### src/dense_layer_fast_sigmoid_train_core_defines.svh
// Assertion macros used by the core's datapath module.
`ifndef DENSE_LAYER_FAST_SIGMOID_TRAIN_CORE_DEFINES_SVH
`define DENSE_LAYER_FAST_SIGMOID_TRAIN_CORE_DEFINES_SVH

// Same-cycle implication, checked outside reset.
`define DLFS_ASSERT_SAME(lbl, ante, cons) \
  lbl: assert property (@(posedge clk) disable iff (rst) (ante) |-> (cons)) \
    else $error("implication failed");

// Next-cycle implication, checked outside reset.
`define DLFS_ASSERT_NEXT(lbl, ante, cons) \
  lbl: assert property (@(posedge clk) disable iff (rst) (ante) |=> (cons)) \
    else $error("next-cycle implication failed");

`endif

### src/dlfs_pkg.sv
package dlfs_pkg;

  localparam logic [2:0] OP_WR_W  = 3'd0;
  localparam logic [2:0] OP_INPUT = 3'd1;
  localparam logic [2:0] OP_GRAD  = 3'd2;
  localparam logic [2:0] OP_RD_W  = 3'd3;
  localparam logic [2:0] OP_RD_B  = 3'd4;

  localparam logic CFG_MODE = 1'b0;
  localparam logic CFG_LR   = 1'b1;

  localparam logic       MODE_RESET = 1'b1;
  localparam logic [15:0] LR_RESET  = 16'd655;

  localparam int ACC_W = 40;
  localparam int DIV_W = 48;

  typedef struct packed {
    logic capture;
    logic wr_w_item;
    logic wr_x_item;
    logic cnt_clr;
    logic row_item;
    logic col_item;
    logic bias_init;
    logic mac;
    logic div_init;
    logic div_step;
    logic fwd_load;
    logic rb_w_load;
    logic rb_b_load;
    logic m1_load;
    logic p_load;
    logic w_upd;
    logic b_upd;
  } dp_cmd_t;

  typedef struct packed {
    logic [2:0] op;
    logic       last;
    logic       row_ok;
    logic       col_last;
    logic       row_last;
    logic       div_last;
    logic       out_free;
  } dp_stat_t;

  function automatic logic signed [15:0] sat16(input logic signed [31:0] v);
    logic signed [15:0] r;
    if (v > 32'sd32767) r = 16'sh7fff;
    else if (v < -32'sd32768) r = 16'sh8000;
    else r = v[15:0];
    return r;
  endfunction

endpackage

### src/dlfs_ctrl.sv
module dlfs_ctrl
  import dlfs_pkg::*;
(
  input  logic     clk,
  input  logic     rst,
  input  logic     in_valid,
  output logic     in_stall,
  input  dp_stat_t stat,
  output dp_cmd_t  cmd
);

  localparam logic [4:0] ST_IDLE   = 5'd0;
  localparam logic [4:0] ST_DEC    = 5'd1;
  localparam logic [4:0] ST_FBRD   = 5'd2;
  localparam logic [4:0] ST_FBINIT = 5'd3;
  localparam logic [4:0] ST_FRD    = 5'd4;
  localparam logic [4:0] ST_FMAC   = 5'd5;
  localparam logic [4:0] ST_DINIT  = 5'd6;
  localparam logic [4:0] ST_DIV    = 5'd7;
  localparam logic [4:0] ST_FOUT   = 5'd8;
  localparam logic [4:0] ST_GMUL1  = 5'd9;
  localparam logic [4:0] ST_GRD    = 5'd10;
  localparam logic [4:0] ST_GMUL   = 5'd11;
  localparam logic [4:0] ST_GWR    = 5'd12;
  localparam logic [4:0] ST_GBRD   = 5'd13;
  localparam logic [4:0] ST_GBWR   = 5'd14;
  localparam logic [4:0] ST_RW     = 5'd15;
  localparam logic [4:0] ST_RB     = 5'd16;

  logic [4:0] state, state_next;

  assign in_stall = (state != ST_IDLE);

  always_ff @(posedge clk) begin
    if (rst) begin
      state <= ST_IDLE;
    end else begin
      state <= state_next;
    end
  end

  always_comb begin
    cmd = '0;
    state_next = state;
    case (state)
      ST_IDLE: begin
        if (in_valid) begin
          cmd.capture = 1'b1;
          state_next = ST_DEC;
        end
      end
      ST_DEC: begin
        cmd.cnt_clr = 1'b1;
        cmd.row_item = 1'b1;
        cmd.col_item = 1'b1;
        case (stat.op)
          OP_WR_W: begin
            cmd.wr_w_item = 1'b1;
            state_next = ST_IDLE;
          end
          OP_INPUT: begin
            cmd.wr_x_item = 1'b1;
            state_next = stat.last ? ST_FBRD : ST_IDLE;
          end
          OP_GRAD: state_next = stat.row_ok ? ST_GMUL1 : ST_IDLE;
          OP_RD_W: state_next = ST_RW;
          OP_RD_B: state_next = ST_RB;
          default: state_next = ST_IDLE;
        endcase
      end
      ST_FBRD: state_next = ST_FBINIT;
      ST_FBINIT: begin
        cmd.bias_init = 1'b1;
        state_next = ST_FRD;
      end
      ST_FRD: state_next = ST_FMAC;
      ST_FMAC: begin
        cmd.mac = 1'b1;
        state_next = stat.col_last ? ST_DINIT : ST_FRD;
      end
      ST_DINIT: begin
        cmd.div_init = 1'b1;
        state_next = ST_DIV;
      end
      ST_DIV: begin
        cmd.div_step = 1'b1;
        if (stat.div_last) state_next = ST_FOUT;
      end
      ST_FOUT: begin
        if (stat.out_free) begin
          cmd.fwd_load = 1'b1;
          state_next = stat.row_last ? ST_IDLE : ST_FBRD;
        end
      end
      ST_GMUL1: begin
        cmd.row_item = 1'b1;
        cmd.m1_load = 1'b1;
        state_next = ST_GRD;
      end
      ST_GRD: begin
        cmd.row_item = 1'b1;
        state_next = ST_GMUL;
      end
      ST_GMUL: begin
        cmd.row_item = 1'b1;
        cmd.p_load = 1'b1;
        state_next = ST_GWR;
      end
      ST_GWR: begin
        cmd.row_item = 1'b1;
        cmd.w_upd = 1'b1;
        state_next = stat.col_last ? ST_GBRD : ST_GRD;
      end
      ST_GBRD: begin
        cmd.row_item = 1'b1;
        state_next = ST_GBWR;
      end
      ST_GBWR: begin
        cmd.row_item = 1'b1;
        cmd.b_upd = 1'b1;
        state_next = ST_IDLE;
      end
      ST_RW: begin
        cmd.row_item = 1'b1;
        cmd.col_item = 1'b1;
        if (stat.out_free) begin
          cmd.rb_w_load = 1'b1;
          state_next = ST_IDLE;
        end
      end
      ST_RB: begin
        cmd.row_item = 1'b1;
        cmd.col_item = 1'b1;
        if (stat.out_free) begin
          cmd.rb_b_load = 1'b1;
          state_next = ST_IDLE;
        end
      end
      default: state_next = ST_IDLE;
    endcase
  end

endmodule

### config.mk
export PLATFORM = sky130hd
export DESIGN_NAME = dlfs_ctrl
export DESIGN_NICKNAME = d
export VERILOG_FILES = /design/src/dense_layer_fast_sigmoid_train_core_defines.svh /design/src/dlfs_pkg.sv /design/src/dlfs_ctrl.sv
export SDC_FILE = /design/constraint.sdc
export NUM_CORES = 1
export LEC_CHECK = 0
export BUFFER_PORTS_ARGS = -buffer_cell sky130_fd_sc_hd__buf_4
export CAP_MARGIN = 20
export CORE_AREA = 2 2 39 41
export CTS_CLUSTER_DIAMETER = 120
export CTS_CLUSTER_SIZE = 30
export DETAILED_ROUTE_END_ITERATION = 6
export DIE_AREA = 0 0 41 43
export PLACE_DENSITY = 0.8
export SLEW_MARGIN = 25
export SYNTH_ARGS = -nofsm -noshare
export SYNTH_HDL_FRONTEND = slang
export SYNTH_SLANG_ARGS = --single-unit
### constraint.sdc
create_clock -name clk -period 2.9 [get_ports clk]
set_input_delay 0.29 -clock clk [delete_from_list [all_inputs] [get_ports clk]]
set_output_delay 0.29 -clock clk [all_outputs]
set_load 0.02 [all_outputs]
[Word level (Yosys, flattened, before mapping)]
Index checks and enable logic that the tools add are counted.
Word-level totals
  flip-flop bits (word level): 5
  input port bits: 12
  output and inout port bits: 18
  logic and storage cells: 62
Cells by class
  equality and inequality tests: 24
  mux-type cells: 30
  reductions and logical operators: 7
Operator list (number)
  5-bit case mux with 15 select lines: 1
  5-bit by 4-bit equality test with 1-bit output (second input constant): 8
  5-bit by 3-bit equality test with 1-bit output (second input constant): 4
  5-bit two-way mux: 4
  5-bit case mux with 4 select lines: 1
  1-bit two-way mux: 18
  5-bit by 2-bit equality test with 1-bit output (second input constant): 2
  9-bit OR reduction: 1
  3-bit by 2-bit equality test with 1-bit output (second input constant): 2
  2-bit two-way mux: 3
  3-bit two-way mux: 2
  2-bit != test (second input constant): 3
  5-bit by 1-bit equality test with 1-bit output (second input constant): 1
  5-bit equality test (second input constant): 1
  5-bit logical NOT: 1
  5-bit nonzero test: 1
  4-bit two-way mux: 1
  4-bit AND reduction: 1
  3-bit by 1-bit equality test with 1-bit output (second input constant): 1
  3-bit equality test (second input constant): 1
  3-bit logical NOT: 1
  3-bit OR reduction: 1
  2-bit by 1-bit != test with 1-bit output (second input constant): 1
  2-bit OR reduction: 1

[Logic depth before layout (Yosys ltp)]
Gate-level depths: netlist (run 1).
  depth in word-level cells: 4
  gate-level depth with buffers: 6
  gate-level depth less buffers: 4

[Least setup slack after synthesis (run 1)]
No wires, ideal clock.
  kind: reg2out
  from: reg state[0]
  to: out cmd[15] in the netlist's numbering
  arrival time: 1.634 ns
  required time: 2.610 ns
  slack: 0.976 ns
  stages on the path, launching flop included: 5
  cell sequence: dfxtp_1 > buf_4 > or3b_1 > buf_2 > nor4b_1
RTL lines
  start: declaration: RTL line dlfs_ctrl.sv:30  | logic [4:0] state, state_next;
  start signal: assignment: RTL line dlfs_ctrl.sv:38  | state <= state_next;
  end: declaration: RTL line dlfs_ctrl.sv:9  | output dp_cmd_t cmd

==> results of run 1 <==
[per-stage QoR]
stage | area (sq um) | hold slack (ns) | power [W] | utilization, % | setup WS (ns)
finish | 833 | 0.247 | 0.000648 | 60.2 | 0.733
detailed placement | 807 | 0.503 | 0.000558 | 58.3 | 0.944
floorplan | 607 | 0.359 | 0.000446 | - | 0.976
CTS | 833 | 0.247 | 0.000644 | 60.2 | 0.746
global placement | 807 | 0.503 | 0.000554 | 58.3 | 0.995
global route | 833 | 0.251 | 0.000693 | 60.2 | 0.637
[cells in the mapped netlist, drive strengths merged (2+ instances only)]
library cell  number
a21oi              4
a31oi              2
and3               2
buf                4
clkbuf             4
dfxtp              5
inv                4
nand2              3
nand2b             4
nand3              2
nor2              15
nor2b              2
nor3               7
nor3b              2
nor4               2
o21ai              4
o22ai              4
o31ai              2
o32ai              2
or3b               2
or4                2
[worst paths after layout]
path / end / cells past startpoint / start / slack, ns
max: cmd[15] / 3 / state[0] / 0.73
min: state[4] / 2 / rst / 0.25
max reg2reg: state[1] / 4 / state[0] / 0.91
min reg2reg: state[4] / 2 / state[4] / 0.74
[logic make-up after synthesis]
kind of cell              Yosys count
DFF                                 5
and+or+nand+nor                    49
AOI/OAI and AO/OA                  22
muxes                               1
xor gates and xnor gates            2
buffers and inverters              12
[area by class of cell]
cell class	instances	share of cell area (%)
clock buffers	4	3.15
inverters	4	1.80
multi-input cells	74	54.5
flip-flops and latches	5	12.0
well taps	16	2.40
repair buffers	29	26.1
[metal layers]
layer | up-vias | track usage (%)
met5 | - | 0
met4 | 0 | 8.00
met3 | 4 | 3.14
met2 | 46 | 31.3
met1 | 328 | 27.1
li1 | 386 | -
[worst max-delay path, cell delays in order (launching register included)]
cell and delay, ns:
dfxtp_1 0.64, or3b_1 0.53, nor4b_1 0.28, buf_4 0.19
[report_power, final]
part / switching (W) / internal (W)
logic: 0.000227 / 0.000185
clock network: 0.0000308 / 0.0000522
registers: 0.0000645 / 0.0000884
==> out/results.txt, run 1 <==
Hold Buf Count CTS: 0
diode count: 0
max reg flops: 5
Max Fclk: 0.462 GHz
first-pass GRT wire length: 2530 um
cell total after placement: 128
CP Class: register to primary output
Final Hold Viols: 0
htree depth: 1
core box area: 1380 sq um
DP Wirelength: 1250 um
commonest non-fill, non-tap cell in the layout: buf_4
Final Max Tran Viols: 0
highest routed layer: met4
clk_lat worst skew: 0.24 ns
largest net degree at the start of global routing: 18
filler cell count: 131
Row Count: 14
Setup Fix Bufs, Post-CTS: 0
Adder-Cell Fraction of Synth Area: 0%
GRT overflow: 0
Post-Route WL: 1670 um
die width: 41 um
First-pass DRT Iterations: 4
max-cap violations: 0
Mapped Nets: 103
Synth Area in XOR/XNOR: 2.89%
top cell type's share of synthesized area: 16.5%
All-Layer GR Usage: 20.3%
commonest cells after routing, fill and taps aside: 29 x buf_4, 15 x nor2_1, 7 x nor3_1
met3 wire len: 175 um
TritonCTS Sinks: 5
Crit path required time: 2.61 ns
period utilization: 74.7%
die height: 43 um
setup total negative slack: 0 ns
layout cells sized above 1: 30.2%
Slew Limit Headroom: 65.5%
min Tclk post-route: 2.17 ns
Yosys reg bits: 5
cts bufs inserted: 3
Data arrival, critical path: 1.88 ns
WL/cell: 12.6 um
Worst Hold Class: input pin to register
Max clock buf depth: 2
Pwr Density: 777 nW/um^2
status: completed
CTS root buf: clkbuf_4
met2 WL: 787 um
Resized cells post-CTS: 0
asr flop ratio synth: 0%
clk slew on worst S/H paths: 0.05 ns
number of enable flip-flop cells after synthesis: 0
Remaining DRCs: 0
Via density: 5.79
compound-cell area share of the yosys netlist: 25.2%
sequential share of the synthesized area: 16.5%
vias in the first global route: 606
IO Count: 30
Simple-Gate Fraction of Synth Area: 45.2%
Cell variety after synth: 37
Register Area: 100 sq um
Leak: 0.350 nW
Mapped Avg Cell Area: 6.67 sq um
Worst-Margin Slew: 0.517 ns
crit path max fanout: 17
multi-input logic area: 454 sq um
Warnings, synthesis: 0
ANT nets after route: 0
largest family of logic cells by synthesized area: simple AND/OR/NAND/NOR gates
Biggest register: state
mux cell area share after synthesis: 1.65%
leading area contributor after synthesis: dfxtp_1
CTS tree: done
Mapped Area: 607 sq um
RSZ-0062 raised after global routing: false
Die ar.: 1760 sq um
GP Congestion: 0.875
setup violators final: 0
M1 WL: 673 um
skew final: 0.00477 ns
via count: 764
Iter 0 DRT Violations: 15
final std cells w/o fill: 132
crit end category: primary output
antenna violations before repair: 0
Starting Density: 43.9%
top flop regs: state: 5 flops
leading post-synthesis cells by cell area: dfxtp_1 16%, nor2_1 9.3%, nor3_1 5.8%
CP Launch Type: register
Synth Instances: 91
area delta synth->final: 37.3%
most common flop cell mapped by yosys: dfxtp_1
peak supply drop: 430 uV
nets@finish: 129
Port Buffers: 29
(Power assumes the default switching activity.)
==> inputs of run 2 (changes only) <==
ABC_AREA = 1   (was not set)
CORE_AREA = not set   (was 2 2 39 41)
CORE_MARGIN = 1.5   (was not set)
CORE_UTILIZATION = 42   (was not set)
DIE_AREA = not set   (was 0 0 41 43)
PLACE_DENSITY = 0.75   (was 0.8)
clock period = 1.8 ns   (was 2.9 ns; I/O delays follow)
==> run 2 against run 1 <==
Against the previous run:
- critical path depth increased by 3
- setup slack got worse by 0.59 ns
- final cell count increased by 32%
- clock skew increased by 0.0016 ns
- non-clock buffer count unchanged
- first-iteration DRC count increased by 110%
- clock power increased by 64%
- via count increased by 16%
- power increased by 77%
- worst hold slack got worse by 0.13 ns
- largest cell class unchanged
==> out/results.txt, run 2 <==
All-Layer GR Usage: 22.2%
asr flop ratio synth: 0%
Starting Density: 45.7%
TritonCTS Sinks: 5
Mapped Avg Cell Area: 5.53 sq um
antenna violations before repair: 0
Cell variety after synth: 22
min Tclk post-route: 1.65 ns
nets@finish: 171
Post-Route WL: 1980 um
Final Hold Viols: 0
Setup Fix Bufs, Post-CTS: 0
GP Congestion: 0.891
CP Class: register to primary output
crit path max fanout: 9
top cell type's share of synthesized area: 15.6%
Util after Layout: 63.4%
area delta synth->final: 38.6%
IO Count: 30
Max Fclk: 0.605 GHz
Yosys reg bits: 5
setup violators final: 0
crit end category: primary output
Hold Buf Count CTS: 0
Data arrival, critical path: 1.47 ns
CTS tree: done
vias in the first global route: 782
period utilization: 91.8%
cts bufs inserted: 3
sequential share of the synthesized area: 14.4%
Resized cells post-CTS: 0
setup total negative slack: 0 ns
die width: 43.7 um
Warnings, synthesis: 0
number of enable flip-flop cells after synthesis: 0
DP Wirelength: 1590 um
Worst Hold Class: input pin to register
Remaining DRCs: 0
leading post-synthesis cells by cell area: nand2_1 16%, dfxtp_1 14%, nor2_1 12%
RSZ-0062 raised after global routing: false
pre-CTS setup slack: 0.286 ns
placed cell areas: 930 sq um
skew final: 0.00637 ns
Synth Instances: 126
first-pass GRT wire length: 3250 um
ANT nets after route: 0
Mapped Nets: 138
layout cells sized above 1: 38.6%
WL/cell: 11.4 um
Slew Limit Headroom: 83.9%
max-cap violations: 0
Row Count: 14
max reg flops: 5
Iter 0 DRT Violations: 31
Mapped Area: 697 sq um
Worst Slack Setup Final: 0.148 ns
Worst-Margin Slew: 0.239 ns
Port Buffers: 29
CP Launch Type: register
top flop regs: state: 5 flops
Design Area, Final: 966 sq um
status: completed
commonest cells after routing, fill and taps aside: 29 x nand2_1, 29 x buf_4, 22 x nor2_1
synth cell count leaders: 29 x nand2_1, 22 x nor2_1, 15 x inv_1
Biggest register: state
clk_lat worst skew: 0.25 ns
GRT overflow: 0
CTS root buf: clkbuf_4
diode count: 0
htree depth: 1
clk slew on worst S/H paths: 0.05 ns
Max clock buf depth: 2
Pwr Density: 1180 nW/um^2
peak supply drop: 703 uV
Crit path required time: 1.62 ns
die height: 43.7 um
most common cell in the netlist: nand2_1
largest net degree at the start of global routing: 10
via count: 887
hold slack: 0.116 ns
Die ar.: 1910 sq um
First-pass DRT Iterations: 4
most common flop cell mapped by yosys: dfxtp_1
Leak: 0.566 nW
core box area: 1520 sq um
Final Max Tran Viols: 0
Via density: 5.10
leading area contributor after synthesis: nand2_1
## run 2: worst max-delay path, cell delays in order (launching register included)
cell,delay (ns)
dfxtp_2,0.38
nor2_4,0.16
nand2_2,0.08
nor2_4,0.16
inv_2,0.06
nor4_1,0.18
buf_4,0.19
## run 2: cells by family after synthesis
logic type / count (synthesis) / share of synthesized area [%]
flip-flops: 5 / 14.4
AND/OR/NAND/NOR: 88 / 64.1
buffers and inverters: 23 / 12.6
AO/OA/AOI/OAI: 10 / 8.98
## run 2: report_power, final
group	leakage [nW]	switching [W]	internal (W)
combinational	0.509	0.000506	0.000289
clock	0.0150	0.0000520	0.0000842
sequential	0.0425	0.0000677	0.000146
## run 2: per-stage QoR
stage | total power (W) | std cells
after global placement | 0.000993 | 170
after global routing | 0.00123 | 174
after detailed placement | 0.000993 | 170
final | 0.00114 | 174
after CTS | 0.00113 | 174
after floorplan | 0.000751 | 126
## run 2: final timing paths
path	from	to	slack [ns]	cells past startpoint
hold / removal	rst	state[3]	0.12	2
hold reg to reg	state[0]	state[0]	0.55	2
setup / recovery	state[3]	cmd[15]	0.15	6
setup reg to reg	state[1]	state[1]	0.38	9
## run 2: area by class of cell
| class | count | area [sq um] |
|---|---|---|
| tap | 16 | 20.0 |
| timing repair buffer | 29 | 218 |
| inverter | 22 | 82.6 |
| fill | 154 | 558 |
| sequential | 5 | 105 |
| clock buffer | 4 | 26.3 |
| multi-input combinational | 98 | 514 |
## run 2: layer usage
metal	GRT usage [%]	share of wire (%)
met1	29.9	44
met2	37.6	50
met3	1.25	5.1
met4	7.27	1.3
met5	0	0
